[src/sv/prs_pkg.sv]
// ---------------------------------------------------------------------------
// prs_pkg: shared types and codes of the priority round robin scheduler
// Holds the table entry layout, the table write request and the status codes.
// ---------------------------------------------------------------------------
`default_nettype none

package prs_pkg;

   // Entry phases.
   localparam logic [1:0] PH_EMPTY  = 2'd0;
   localparam logic [1:0] PH_WAIT   = 2'd1;
   localparam logic [1:0] PH_QUEUED = 2'd2;
   localparam logic [1:0] PH_RUN    = 2'd3;

   // Request kinds.
   localparam logic REQ_LOAD    = 1'b0;
   localparam logic REQ_ADVANCE = 1'b1;

   // Result status codes.
   localparam logic [1:0] ST_LOADED = 2'd0;
   localparam logic [1:0] ST_FULL   = 2'd1;
   localparam logic [1:0] ST_RAN    = 2'd2;
   localparam logic [1:0] ST_IDLE   = 2'd3;

   // Configuration register indexes.
   localparam logic CSR_QUANTUM = 1'b0;
   localparam logic CSR_AGING   = 1'b1;

   localparam logic [15:0] QUANTUM_RESET = 16'd4;
   localparam logic [15:0] AGING_RESET   = 16'd10;

   // Priority floor.
   localparam logic signed [16:0] PRIO_MIN = -17'sd32768;

   typedef struct packed {
      logic [7:0]         id;
      logic [15:0]        arrival;
      logic [15:0]        remaining;
      logic signed [16:0] prio;
      logic [31:0]        last_run;
   } entry_type;

   typedef struct packed {
      logic      main_we;
      logic      order_we;
      entry_type entry;
      logic [15:0] order;
   } tbl_wr_type;

endpackage

`default_nettype wire

[src/sv/prs_table.sv]
// ---------------------------------------------------------------------------
// prs_table: process table storage
// Two synchronous memories, entry record and enqueue order, one read port
// with registered data and one write port.
// ---------------------------------------------------------------------------
`default_nettype none

module prs_table import prs_pkg::*; #(
   parameter int DEPTH = 16
) (
   input  wire logic                     clock,
   input  wire logic [$clog2(DEPTH)-1:0] rd_addr,
   output      entry_type                rd_entry,
   output      logic [15:0]              rd_order,
   input  wire logic [$clog2(DEPTH)-1:0] wr_addr,
   input  wire tbl_wr_type               wr
);

   entry_type   entry_mem [DEPTH];
   logic [15:0] order_mem [DEPTH];

   always_ff @(posedge clock) begin
      if (wr.main_we) begin
         entry_mem[wr_addr] <= wr.entry;
      end
      if (wr.order_we) begin
         order_mem[wr_addr] <= wr.order;
      end
      rd_entry <= entry_mem[rd_addr];
      rd_order <= order_mem[rd_addr];
   end

endmodule

`default_nettype wire

[src/sv/prs_ctrl.sv]
// ---------------------------------------------------------------------------
// prs_ctrl: scheduler sequencer
// Handles loads, slice steps and the admit, select and aging passes over the
// table, and holds the result register.
// ---------------------------------------------------------------------------
`default_nettype none

module prs_ctrl import prs_pkg::*; #(
   parameter int MAX_PROCS = 16
) (
   input  wire logic        clock,
   input  wire logic        reset,
   input  wire logic        req_tvalid,
   output      logic        req_tready,
   input  wire logic [47:0] req_tdata,
   input  wire logic        req_tuser,
   output      logic        rsp_tvalid,
   input  wire logic        rsp_tready,
   output      logic [47:0] rsp_tdata,
   output      logic [1:0]  rsp_tuser,
   input  wire logic        csr_we,
   input  wire logic        csr_addr,
   input  wire logic [15:0] csr_wdata,
   output      logic [$clog2(MAX_PROCS)-1:0] tbl_rd_addr,
   input  wire entry_type                    tbl_rd_entry,
   input  wire logic [15:0]                  tbl_rd_order,
   output      logic [$clog2(MAX_PROCS)-1:0] tbl_wr_addr,
   output      tbl_wr_type                   tbl_wr
);

   localparam int IW = $clog2(MAX_PROCS);
   localparam logic [IW-1:0] LAST_IDX = IW'(MAX_PROCS - 1);

   localparam logic [3:0] S_IDLE   = 4'd0;
   localparam logic [3:0] S_ADM_RD = 4'd1;
   localparam logic [3:0] S_ADM_EX = 4'd2;
   localparam logic [3:0] S_SEL_RD = 4'd3;
   localparam logic [3:0] S_SEL_EX = 4'd4;
   localparam logic [3:0] S_PICK   = 4'd5;
   localparam logic [3:0] S_RUN_RD = 4'd6;
   localparam logic [3:0] S_RUN_EX = 4'd7;
   localparam logic [3:0] S_REQ    = 4'd8;
   localparam logic [3:0] S_AGE_RD = 4'd9;
   localparam logic [3:0] S_AGE_EX = 4'd10;
   localparam logic [3:0] S_DONE   = 4'd11;

   logic [3:0]  state_ff, state_in;
   logic [IW-1:0] idx_ff, idx_in;
   logic [1:0]  phase_ff [MAX_PROCS];
   logic [1:0]  phase_in [MAX_PROCS];
   logic [31:0] now_ff, now_in;
   logic [15:0] slice_ff, slice_in;
   logic [IW-1:0] run_ff, run_in;
   logic [15:0] cnt_ff, cnt_in;
   logic [15:0] quantum_ff, quantum_in;
   logic [15:0] aging_ff, aging_in;
   logic        adm_end_ff, adm_end_in;
   logic        found_ff, found_in;
   logic [IW-1:0] best_ff, best_in;
   logic signed [16:0] best_prio_ff, best_prio_in;
   logic [15:0] best_dist_ff, best_dist_in;
   logic [15:0] best_rem_ff, best_rem_in;
   logic [1:0]  res_status_ff, res_status_in;
   logic [7:0]  res_id_ff, res_id_in;
   logic        res_fin_ff, res_fin_in;
   logic [31:0] res_time_ff, res_time_in;
   logic        out_valid_ff, out_valid_in;
   logic [1:0]  out_status_ff, out_status_in;
   logic [47:0] out_data_ff, out_data_in;

   logic [IW-1:0] free_idx;
   logic          free_found;
   logic [1:0]    want_phase;
   logic [3:0]    pass_ex, pass_end;
   logic [15:0]   q_eff, order_gap, rem_dec, burst;
   entry_type     e_mod;

   // Lowest-numbered empty slot.
   always_comb begin
      free_idx   = '0;
      free_found = 1'b0;
      for (int i = MAX_PROCS - 1; i >= 0; i--) begin
         if (phase_ff[i] == PH_EMPTY) begin
            free_idx   = IW'(i);
            free_found = 1'b1;
         end
      end
   end

   assign q_eff     = (quantum_ff == 16'd0) ? 16'd1 : quantum_ff;
   assign order_gap = cnt_ff - tbl_rd_order;
   assign rem_dec   = tbl_rd_entry.remaining - 16'd1;
   assign burst     = req_tdata[39:24];

   always_comb begin
      case (state_ff)
         S_ADM_RD: begin
            want_phase = PH_WAIT;
            pass_ex    = S_ADM_EX;
            pass_end   = adm_end_ff ? S_REQ : S_SEL_RD;
         end
         S_SEL_RD: begin
            want_phase = PH_QUEUED;
            pass_ex    = S_SEL_EX;
            pass_end   = S_PICK;
         end
         S_ADM_EX: begin
            want_phase = PH_WAIT;
            pass_ex    = S_ADM_RD;
            pass_end   = adm_end_ff ? S_REQ : S_SEL_RD;
         end
         S_SEL_EX: begin
            want_phase = PH_QUEUED;
            pass_ex    = S_SEL_RD;
            pass_end   = S_PICK;
         end
         S_AGE_EX: begin
            want_phase = PH_QUEUED;
            pass_ex    = S_AGE_RD;
            pass_end   = S_DONE;
         end
         default: begin
            want_phase = PH_QUEUED;
            pass_ex    = S_AGE_EX;
            pass_end   = S_DONE;
         end
      endcase
   end

   assign tbl_rd_addr = (state_ff == S_RUN_RD) ? run_ff : idx_ff;
   assign req_tready  = (state_ff == S_IDLE);

   always_comb begin
      state_in      = state_ff;
      idx_in        = idx_ff;
      phase_in      = phase_ff;
      now_in        = now_ff;
      slice_in      = slice_ff;
      run_in        = run_ff;
      cnt_in        = cnt_ff;
      quantum_in    = quantum_ff;
      aging_in      = aging_ff;
      adm_end_in    = adm_end_ff;
      found_in      = found_ff;
      best_in       = best_ff;
      best_prio_in  = best_prio_ff;
      best_dist_in  = best_dist_ff;
      best_rem_in   = best_rem_ff;
      res_status_in = res_status_ff;
      res_id_in     = res_id_ff;
      res_fin_in    = res_fin_ff;
      res_time_in   = res_time_ff;
      out_valid_in  = out_valid_ff && !rsp_tready;
      out_status_in = out_status_ff;
      out_data_in   = out_data_ff;
      tbl_wr        = '0;
      tbl_wr_addr   = idx_ff;
      e_mod         = tbl_rd_entry;

      if (csr_we) begin
         if (csr_addr == CSR_QUANTUM) begin
            quantum_in = csr_wdata;
         end else begin
            aging_in = csr_wdata;
         end
      end

      case (state_ff)
         S_IDLE: begin
            if (req_tvalid) begin
               if (req_tuser == REQ_LOAD) begin
                  res_id_in   = '0;
                  res_fin_in  = 1'b0;
                  res_time_in = '0;
                  if (free_found) begin
                     res_status_in           = ST_LOADED;
                     tbl_wr_addr             = free_idx;
                     tbl_wr.main_we          = 1'b1;
                     tbl_wr.entry.id         = req_tdata[7:0];
                     tbl_wr.entry.arrival    = req_tdata[23:8];
                     tbl_wr.entry.remaining  = (burst == 16'd0) ? 16'd1 : burst;
                     tbl_wr.entry.prio       = {9'd0, req_tdata[47:40]};
                     tbl_wr.entry.last_run   = {16'd0, req_tdata[23:8]};
                     phase_in[free_idx]      = PH_WAIT;
                  end else begin
                     res_status_in = ST_FULL;
                  end
                  state_in = S_DONE;
               end else if (slice_ff == 16'd0) begin
                  adm_end_in = 1'b0;
                  found_in   = 1'b0;
                  idx_in     = '0;
                  state_in   = S_ADM_RD;
               end else begin
                  state_in = S_RUN_RD;
               end
            end
         end
         S_ADM_RD, S_SEL_RD, S_AGE_RD: begin
            if (phase_ff[idx_ff] == want_phase) begin
               state_in = pass_ex;
            end else if (idx_ff == LAST_IDX) begin
               state_in = pass_end;
               idx_in   = '0;
            end else begin
               idx_in = idx_ff + 1'b1;
            end
         end
         S_ADM_EX, S_SEL_EX, S_AGE_EX: begin
            if (state_ff == S_ADM_EX) begin
               if ({16'd0, tbl_rd_entry.arrival} <= now_ff) begin
                  phase_in[idx_ff] = PH_QUEUED;
                  tbl_wr.order_we  = 1'b1;
                  tbl_wr.order     = cnt_ff;
                  cnt_in           = cnt_ff + 16'd1;
               end
            end else if (state_ff == S_SEL_EX) begin
               if (!found_ff || (tbl_rd_entry.prio < best_prio_ff) ||
                   ((tbl_rd_entry.prio == best_prio_ff) && (order_gap > best_dist_ff))) begin
                  found_in     = 1'b1;
                  best_in      = idx_ff;
                  best_prio_in = tbl_rd_entry.prio;
                  best_dist_in = order_gap;
                  best_rem_in  = tbl_rd_entry.remaining;
               end
            end else begin
               if (((now_ff - tbl_rd_entry.last_run) > {16'd0, aging_ff}) &&
                   (tbl_rd_entry.prio != PRIO_MIN)) begin
                  e_mod.prio     = tbl_rd_entry.prio - 17'sd1;
                  tbl_wr.main_we = 1'b1;
                  tbl_wr.entry   = e_mod;
               end
            end
            if (idx_ff == LAST_IDX) begin
               state_in = pass_end;
               idx_in   = '0;
            end else begin
               state_in = pass_ex;
               idx_in   = idx_ff + 1'b1;
            end
         end
         S_PICK: begin
            if (!found_ff) begin
               res_status_in = ST_IDLE;
               res_id_in     = '0;
               res_fin_in    = 1'b0;
               res_time_in   = now_ff;
               now_in        = now_ff + 32'd1;
               idx_in        = '0;
               state_in      = S_AGE_RD;
            end else begin
               run_in            = best_ff;
               phase_in[best_ff] = PH_RUN;
               slice_in          = (best_rem_ff < q_eff) ? best_rem_ff : q_eff;
               state_in          = S_RUN_RD;
            end
         end
         S_RUN_RD: begin
            state_in = S_RUN_EX;
         end
         S_RUN_EX: begin
            res_status_in   = ST_RAN;
            res_id_in       = tbl_rd_entry.id;
            res_fin_in      = 1'b0;
            res_time_in     = now_ff;
            now_in          = now_ff + 32'd1;
            slice_in        = slice_ff - 16'd1;
            e_mod.remaining = rem_dec;
            tbl_wr_addr     = run_ff;
            tbl_wr.main_we  = 1'b1;
            idx_in          = '0;
            state_in        = S_DONE;
            if (slice_ff == 16'd1) begin
               e_mod.last_run = now_ff + 32'd1;
               if (rem_dec == 16'd0) begin
                  res_fin_in       = 1'b1;
                  phase_in[run_ff] = PH_EMPTY;
                  state_in         = S_AGE_RD;
               end else begin
                  adm_end_in = 1'b1;
                  state_in   = S_ADM_RD;
               end
            end
            tbl_wr.entry = e_mod;
         end
         S_REQ: begin
            // Requeue the slot that just ran behind the new arrivals.
            tbl_wr_addr      = run_ff;
            tbl_wr.order_we  = 1'b1;
            tbl_wr.order     = cnt_ff;
            cnt_in           = cnt_ff + 16'd1;
            phase_in[run_ff] = PH_QUEUED;
            idx_in           = '0;
            state_in         = S_AGE_RD;
         end
         S_DONE: begin
            if (!out_valid_ff || rsp_tready) begin
               out_valid_in  = 1'b1;
               out_status_in = res_status_ff;
               out_data_in   = {7'd0, res_time_ff, res_fin_ff, res_id_ff};
               state_in      = S_IDLE;
            end
         end
         default: begin
            state_in = S_IDLE;
         end
      endcase
   end

   always_ff @(posedge clock) begin
      if (reset) begin
         state_ff     <= S_IDLE;
         idx_ff       <= '0;
         now_ff       <= '0;
         slice_ff     <= '0;
         run_ff       <= '0;
         cnt_ff       <= '0;
         quantum_ff   <= QUANTUM_RESET;
         aging_ff     <= AGING_RESET;
         adm_end_ff   <= 1'b0;
         found_ff     <= 1'b0;
         out_valid_ff <= 1'b0;
         for (int i = 0; i < MAX_PROCS; i++) begin
            phase_ff[i] <= PH_EMPTY;
         end
      end else begin
         state_ff     <= state_in;
         idx_ff       <= idx_in;
         now_ff       <= now_in;
         slice_ff     <= slice_in;
         run_ff       <= run_in;
         cnt_ff       <= cnt_in;
         quantum_ff   <= quantum_in;
         aging_ff     <= aging_in;
         adm_end_ff   <= adm_end_in;
         found_ff     <= found_in;
         out_valid_ff <= out_valid_in;
         phase_ff     <= phase_in;
      end
      best_ff       <= best_in;
      best_prio_ff  <= best_prio_in;
      best_dist_ff  <= best_dist_in;
      best_rem_ff   <= best_rem_in;
      res_status_ff <= res_status_in;
      res_id_ff     <= res_id_in;
      res_fin_ff    <= res_fin_in;
      res_time_ff   <= res_time_in;
      out_status_ff <= out_status_in;
      out_data_ff   <= out_data_in;
   end

   assign rsp_tvalid = out_valid_ff;
   assign rsp_tuser  = out_status_ff;
   assign rsp_tdata  = out_data_ff;

endmodule

`default_nettype wire

[src/sv/priority_rr_scheduler_with_aging.sv]
// ---------------------------------------------------------------------------
// priority_rr_scheduler_with_aging: priority scheduler with aging
// Top level: process table memories plus the scheduling sequencer.
// ---------------------------------------------------------------------------
// The block keeps a table of MAX_PROCS processes. A load item stores a
// process in the lowest free slot and answers loaded or table full. Each
// advance item is one time unit and answers which process ran, or idle. An
// advance inside a slice that goes on reads the running entry, writes it
// back and then fills the result stage. At a slice boundary the sequencer
// walks the table once to admit arrived processes and once to pick the
// lowest priority value (the earliest enqueued wins a tie). When a slice
// ends without completing its process, one more walk admits the processes
// that arrived meanwhile ahead of the requeued one, and after every slice
// end or idle unit a last walk ages the queued processes. A walk only checks
// the phase of a slot that takes no part, and does a memory read, then
// modify and write, for one that does; with the single read port of the
// table the walks visit the slots one at a time. The next item is accepted
// once the previous one is in the result register, even while that result
// still waits to be taken.
// ---------------------------------------------------------------------------
`default_nettype none

module priority_rr_scheduler_with_aging import prs_pkg::*; #(
   parameter int MAX_PROCS = 16
) (
   input  wire logic        clock,
   input  wire logic        reset,
   input  wire logic        req_tvalid,
   output      logic        req_tready,
   // proc_id [7:0], arrival_at [23:8], burst_length [39:24], start_priority [47:40]
   input  wire logic [47:0] req_tdata,
   // req_type [0]
   input  wire logic        req_tuser,
   output      logic        rsp_tvalid,
   input  wire logic        rsp_tready,
   // ran_id [7:0], finished [8], unit_time [40:9], zero fill [47:41]
   output      logic [47:0] rsp_tdata,
   // status [1:0]
   output      logic [1:0]  rsp_tuser,
   input  wire logic        csr_we,
   input  wire logic        csr_addr,
   input  wire logic [15:0] csr_wdata
);

   localparam int IW = $clog2(MAX_PROCS);

   logic [IW-1:0] rd_addr;
   logic [IW-1:0] wr_addr;
   entry_type     rd_entry;
   logic [15:0]   rd_order;
   tbl_wr_type    wr;

   prs_table #(.DEPTH(MAX_PROCS)) u_table (
      .clock    (clock),
      .rd_addr  (rd_addr),
      .rd_entry (rd_entry),
      .rd_order (rd_order),
      .wr_addr  (wr_addr),
      .wr       (wr)
   );

   prs_ctrl #(.MAX_PROCS(MAX_PROCS)) u_ctrl (
      .clock        (clock),
      .reset        (reset),
      .req_tvalid   (req_tvalid),
      .req_tready   (req_tready),
      .req_tdata    (req_tdata),
      .req_tuser    (req_tuser),
      .rsp_tvalid   (rsp_tvalid),
      .rsp_tready   (rsp_tready),
      .rsp_tdata    (rsp_tdata),
      .rsp_tuser    (rsp_tuser),
      .csr_we       (csr_we),
      .csr_addr     (csr_addr),
      .csr_wdata    (csr_wdata),
      .tbl_rd_addr  (rd_addr),
      .tbl_rd_entry (rd_entry),
      .tbl_rd_order (rd_order),
      .tbl_wr_addr  (wr_addr),
      .tbl_wr       (wr)
   );

endmodule

`default_nettype wire

[config.mk]
export PLATFORM = sky130hd
export DESIGN_NAME = priority_rr_scheduler_with_aging
export DESIGN_NICKNAME = d
export VERILOG_FILES = /design/src/sv/prs_pkg.sv /design/src/sv/prs_table.sv /design/src/sv/prs_ctrl.sv /design/src/sv/priority_rr_scheduler_with_aging.sv
export SDC_FILE = /design/constraint.sdc
export NUM_CORES = 2
export LEC_CHECK = 0
export BUFFER_PORTS_ARGS = -buffer_cell sky130_fd_sc_hd__buf_2
export CAP_MARGIN = 20
export CORE_MARGIN = 5
export CORE_UTILIZATION = 68
export CTS_CLUSTER_DIAMETER = 120
export DETAILED_ROUTE_END_ITERATION = 7
export PLACE_DENSITY = 0.85
export SLEW_MARGIN = 40
export SYNTH_ARGS = -nofsm -noshare
export SYNTH_HDL_FRONTEND = slang
export SYNTH_SLANG_ARGS = --single-unit
[constraint.sdc]
create_clock -name clock -period 28.7 [get_ports clock]
set_input_delay 5.74 -clock clock [delete_from_list [all_inputs] [get_ports clock]]
set_output_delay 5.74 -clock clock [all_outputs]
set_load 0.01 [all_outputs]
==> Word-level counts from Yosys, hierarchy flattened <==
Memory sizes are Yosys's and may differ from the RTL's. A register that Yosys moved wholly into a read port is not among the register bits.
Index checks and enable logic that the tools add are counted.
{ "totals": {"regBits": 282, "mem_bits_rw": 1680, "in_bits": 71, "output_inout_bits": 52, "wordCells": 317, "mem_count": 2} }
{ "mem_list": {"columns": ["memory", "depth", "width", "read_ports", "rd_ports_with_merged_regs", "write_ports", "line_no", "rtl"], "rows": [
  ["u_table.entry_mem", 16, 89, 1, 1, 1, "prs_table.sv:19", "entry_type entry_mem [DEPTH];"],
  ["u_table.order_mem", 16, 16, 1, 1, 1, "prs_table.sv:20", "logic [15:0] order_mem [DEPTH];"]
]} }
{ "classes": {"add_sub_neg": 8, "magnitude_cmp": 13, "eq_ne": 34, "n_mux": 145, "bitwise": 18, "n_reduce_logical": 60} }
{ "ops": {"columns": ["cell", "count"], "rows": [
  ["2-to-1 mux 89 bit", 6],
  ["2-to-1 mux 32 bit", 13],
  ["case mux 89 bit (3 select lines)", 1],
  ["case mux 32 bit (5 select lines)", 1],
  ["2-to-1 mux 4 bit", 36],
  ["2-to-1 mux 16 bit", 8],
  ["case mux 16 bit (2 select lines)", 3],
  ["case mux 32 bit (3 select lines)", 1],
  ["logical NOT 16 bit", 4],
  ["case mux 32 bit (2 select lines)", 1],
  ["bitwise AND 16 bit", 3],
  ["inverter 16 bit", 3],
  ["OR 16 bit", 3],
  ["2-to-1 mux 1 bit", 44],
  ["case mux 4 bit (5 select lines)", 2],
  ["adder 32 x 1 -> 32 bit, second input constant", 1],
  ["bitwise AND 32 bit", 1],
  ["demux 2 bit (select 4 bit)", 4],
  ["greater-than comparator 32 x 16 -> 1 bit", 1],
  ["less-or-equal comparator 16 x 32 -> 1 bit", 1],
  ["logical NOT 2 bit", 16],
  ["inverter 32 bit", 1],
  ["OR 32 bit", 1],
  ["case mux 4 bit (8 select lines)", 1],
  ["48 further kinds", 122]
]} }

==> Depth between registers and ports, before layout <==
{ "depth": {"word_depth": 28, "depth_mapped": 22, "depth_no_buf": 22} }

==> Cells and area by module <==
From an unflattened synthesis, not the netlist that was laid out.
{ "hier_totals": {"hier_cells": 5100, "area_unflattened_um2": 84862.6} }
{ "modules_own_cells": {"columns": ["module", "instances", "cells_each", "area_per_inst_um2", "seq_area_each_um2"], "rows": [
  ["prs_table", 1, 2712, 65048.6, 52550.4],
  ["prs_ctrl", 1, 2388, 19814.0, 7036.7]
]} }

==> Least setup slack after synthesis <==
OpenSTA, ideal clock, no wires.
{ "synth_path": {"kind": "input -> register", "startpoint": "input port req_tuser", "endpoint": "memory u_table.entry_mem[5][0] (netlist name), enable pin", "setup_time_ns": 0.590, "arrival_ns": 11.521, "required_time_ns": 28.110, "slack_ns": 16.589, "stages": 7, "n_path_buf": 0, "cell_sequence": "nand2b_1 o21ai_0 o21ai_0 a222oi_1 nor2b_1 nand3_1 a31oi_1"} }
{ "synth_between": {"elab_chain_cells": 5, "elab_cells_between_ends": 8, "classes_between": "8 x mux"} }
{ "synth_rtl": {"columns": ["item", "line_no", "rtl"], "rows": [
  ["start: declaration", "priority_rr_scheduler_with_aging.sv:33", "input wire logic req_tuser,"],
  ["2-to-1 mux 1 bit", "prs_ctrl.sv:171", "if (req_tuser == REQ_LOAD) begin"],
  ["2-to-1 mux 1 bit", "prs_ctrl.sv:170", "if (req_tvalid) begin"],
  ["case mux 1 bit (3 select lines)", "prs_ctrl.sv:168", "case (state_ff)"],
  ["2-to-1 mux 1 bit", "prs_table.sv:23", "if (wr.main_we) begin"],
  ["2-to-1 mux 1 bit (not written as such)", "prs_table.sv:24", "entry_mem[wr_addr] <= wr.entry;"],
  ["end: declaration", "prs_table.sv:19", null]
]} }
Several ways; a longest one is shown, not always the timed one.

==> Worst setup path in the final report <==
{ "layout_path": {"startpoint": "input port req_tvalid", "endpoint": "memory u_table.entry_mem[9][18] (netlist name), enable pin"} }
{ "layout_between": {"elab_chain_cells": 4, "elab_cells_between_ends": 6, "classes_between": "6 x mux"} }
{ "layout_rtl": {"columns": ["item", "line_no", "rtl"], "rows": [
  ["start: declaration", "priority_rr_scheduler_with_aging.sv:28", "input wire logic req_tvalid,"],
  ["2-to-1 mux 1 bit", "prs_ctrl.sv:170", null],
  ["case mux 1 bit (3 select lines)", "prs_ctrl.sv:168", null],
  ["2-to-1 mux 1 bit", "prs_table.sv:23", null],
  ["2-to-1 mux 1 bit (not written as such)", "prs_table.sv:24", null]
]} }
Several ways; a longest one is shown, not always the timed one.

==> impl_metrics.yaml <==
global_route:
  grt_first_pass_wirelength_microns: 358000
  largest_net_degree_at_the_start_of_global_routing: 132
  first_global_vias: 53900
  gr-total-overflow: 0
  number_of_antenna_violations_at_the_first_check_in_global_routing: 8
  grtUsageTotal_pct: 37.0
detailed_routing:
  initialDrtViolationCount: 8869
  routed_wirelength_microns: 244000
  first_pass_iters: 8
  dr_wl_cell_microns: 33.5
  drt.antenna.violating_nets: 0
  post_drt_via_cell_ratio: 7.38
  vias: 53800
  drc: 1
placement:
  place.gp.congestion: 0.990
  dp.final_hpwl_microns: 137000
  port_buffers: 115
  place.detailed.instances: 6924
worst_setup_path:
  startpoint_type: "primary input"
  critical_path_peak_fanout: 47
  critical_path.max_stage_delay_ns: 0.65
  crit_slowest_cell: "buf_6"
  series_of_cell_instances_along_the_critical_path: "buf_2 -> nand2b_1 -> or2_2 -> nor2_4 -> buf_4 -> inv_1 -> o21ai_1 -> nand3_1 -> a31oi_4 -> buf_6 -> buf_4"
  timing_worst_setup_path_type: "in -> reg"
  setup.worst_path.end_class: "flip-flop"
  cp_data_required_time_ns: 29.17
  cp.arrival_ns: 9.81
  critical_path_s_most_frequent_cell: "buf_4"
  slack_of_the_worst_reg_to_reg_path_ns: 21.02
timing:
  setup_repair_after_global_routing_missed_its_margin: "false"
  setup_viol: 0
  maximum_achievable_frequency_mhz: 107
  final_max_slew_viol_count: 0
  finalHoldViolations: 0
  final_setup_tns_ns: 0
  post-route-period-util_pct: 32.6
  min_period_ns: 9.34
  fin_skew_ns: 0.0494
  tightest_slew_ns: 0.981
  worst_slew_margin_rel_pct: 34.5
final_layout:
  layout_common_cells: "1819 x edfxtp_1, 459 x nand2_1, 430 x mux4_2, 254 x nor2_1, 247 x dfxtp_1"
  drive_gt1_share_pct: 18.6
  area_growth_pct: 11.4
  layout.cells.most_common: "edfxtp_1"
  layout.nets: 5683
  stdcell_count: 7293
die:
  die-height_microns: 365
  floorplan.die_area_sq_um: 133000
  row_count: 130
  die_width_microns: 365
  core_sq_um: 126000
  ioPinCount: 123
  initial_core_util_pct: 68.3
clocking:
  cts_buffer_depth: 3
  clk_latency_ns: 0.85
  cts_buffers: 191
  ctsResizeCount: 0
  clock_tree.htree_level_count: 4
  clk_root_buffer_cell: "clkbuf_16"
  post_cts_hold_buffer_count: 0
  cts_tree: "built"
  cts.sinks: 2067
  cts.clk_slew.worst_paths_ns: 0.06
  cts_setup_buffers: 0
synth:
  synth_area_leaders: "edfxtp_1 64%, mux4_2 11%, dfxtp_1 5.8%"
  postSynthCellCount: 5325
  synth.lib_cells_used.distinct: 89
  async_flop_share_pct: 0
  synth.yosys.warnings: 0
  ys_ff_latch: 2067
  syn_avg_cell_area_sq_um: 16.1
  synth-seq-area-share_pct: 69.4
  ys_dominant_reg_cell: "edfxtp_1"
  synth-edff-count: 1819
  synth_largest_area_cell: "edfxtp_1"
  yosysTopAreaCellShare_pct: 63.7
  synth_area_sq_um: 85800
min_path:
  hold_path_class: "reg -> reg"
run_status:
  run_status: "finished with violations"
  failed_checks: "DRC"
pwr:
  vdd.ir_drop.worst_mv: 0.0726
  leakagePower_nw: 33.5
  pwr_density_cell_nw_per_um2: 82.6
flow_run:
  maxCapViolations: 0
-- Yosys cell counts, types with 62 or more instances --
cell type  count
a21oi_1      176
clkbuf_1     219
a211oi_1     131
mux4_2       430
inv_1        170
a31oi_1      124
xnor2_1       66
and2_1       127
edfxtp_1    1819
nor2_1       260
dfxtp_1      248
and3_1        63
nand2_1      460
o21ai_0       97
nor3_1        62
ha_1         137
-- kinds of logic after synthesis --
| group | count (synthesis) | synth area share (%) |
|---|---|---|
| AOI/OAI and AO/OA | 848 | 6.80 |
| xor gates and xnor gates | 112 | 1.14 |
| adders and majority gates | 139 | 2.04 |
| DFF | 2067 | 69.4 |
| other | 1 | 0.00437 |
| and+or+nand+nor | 1242 | 6.90 |
| buffers and inverters | 466 | 2.13 |
| muxes | 450 | 11.5 |
-- area by class of cell --
type                            instances  area [sq um]
Sequential cell                      2067         59600
Fill cell                            6530         30000
Multi-Input combinational cell       2798         24900
Clock buffer                          265          5270
Tap cell                             1650          2060
Timing Repair Buffer                  244          1990
Clock inverter                         94          1110
Inverter                              171           642
Antenna cell                            4          10.0
-- worst paths after layout --
check                                      start                                  end  cells after the start
max                                   req_tvalid   u_table.entry_mem[9][18]$_DFFE_PP_                     11
min reg2reg  u_ctrl.res_time_ff[2]$_SDFFCE_PP0P_       u_ctrl.rsp_tdata[11]$_DFFE_PP_                      0
min          u_ctrl.res_time_ff[2]$_SDFFCE_PP0P_       u_ctrl.rsp_tdata[11]$_DFFE_PP_                      0
max reg2reg        u_ctrl.now_ff[0]$_SDFFE_PP0P_  u_table.entry_mem[10][50]$_DFFE_PP_                     24
-- stage by stage --
| stage | power [mW] | util (%) | worst slack (ns) | instance area [sq um] | hold WS, ns |
|---|---|---|---|---|---|
| after floorplan | 4.76 | - | 16.59 | 85800 | 0.400 |
| after global routing | 8.15 | 76.1 | 19.32 | 95600 | 0.435 |
| final | 7.89 | 76.1 | 19.36 | 95600 | 0.421 |
| after global placement | 5.18 | 70.4 | 18.51 | 88400 | 0.401 |
| after detailed placement | 5.25 | 70.9 | 18.64 | 89000 | 0.405 |
| after CTS | 7.86 | 76.0 | 19.51 | 95400 | 0.420 |
-- per-layer routing --
layer  GRT usage (%)  part of all wire [%]  routed length, microns  vias to the layer above
met5               0                     0                       0                        -
met4            21.9                   7.4                   18000                        0
met3            8.42                    13                   31400                     1037
met2            58.3                    47                  115000                     5034
met1            48.1                    33                   79500                    26500
li1                -                     -                       -                    21300
-- where the power goes --
group          switching [mW]  total, mW  leakage, nW  internal [mW]
registers               0.166       3.68         19.5           3.51
clock network            1.15       2.60         3.10           1.46
logic                   0.961       1.61         10.9          0.649
total                    2.27       7.89         33.5           5.62
-- critical path, delay by kind of cell --
kind / cells / cell delay, ns
buffers and inverters: 5 / 2.12
AO/OA/AOI/OAI: 2 / 1.10
AND/OR/NAND/NOR: 4 / 0.76
-- flip-flops by register name, indices dropped and copies added (netlist names), 17 cells and up --
name	cells
u_ctrl.best_prio_ff	17
u_table.entry_mem	1424
u_ctrl.now_ff	32
u_table.rd_entry	89
u_ctrl.rsp_tdata	41
u_table.order_mem	256
u_ctrl.phase_ff	32
u_ctrl.res_time_ff	32
Power figures use the tool's default switching activity.
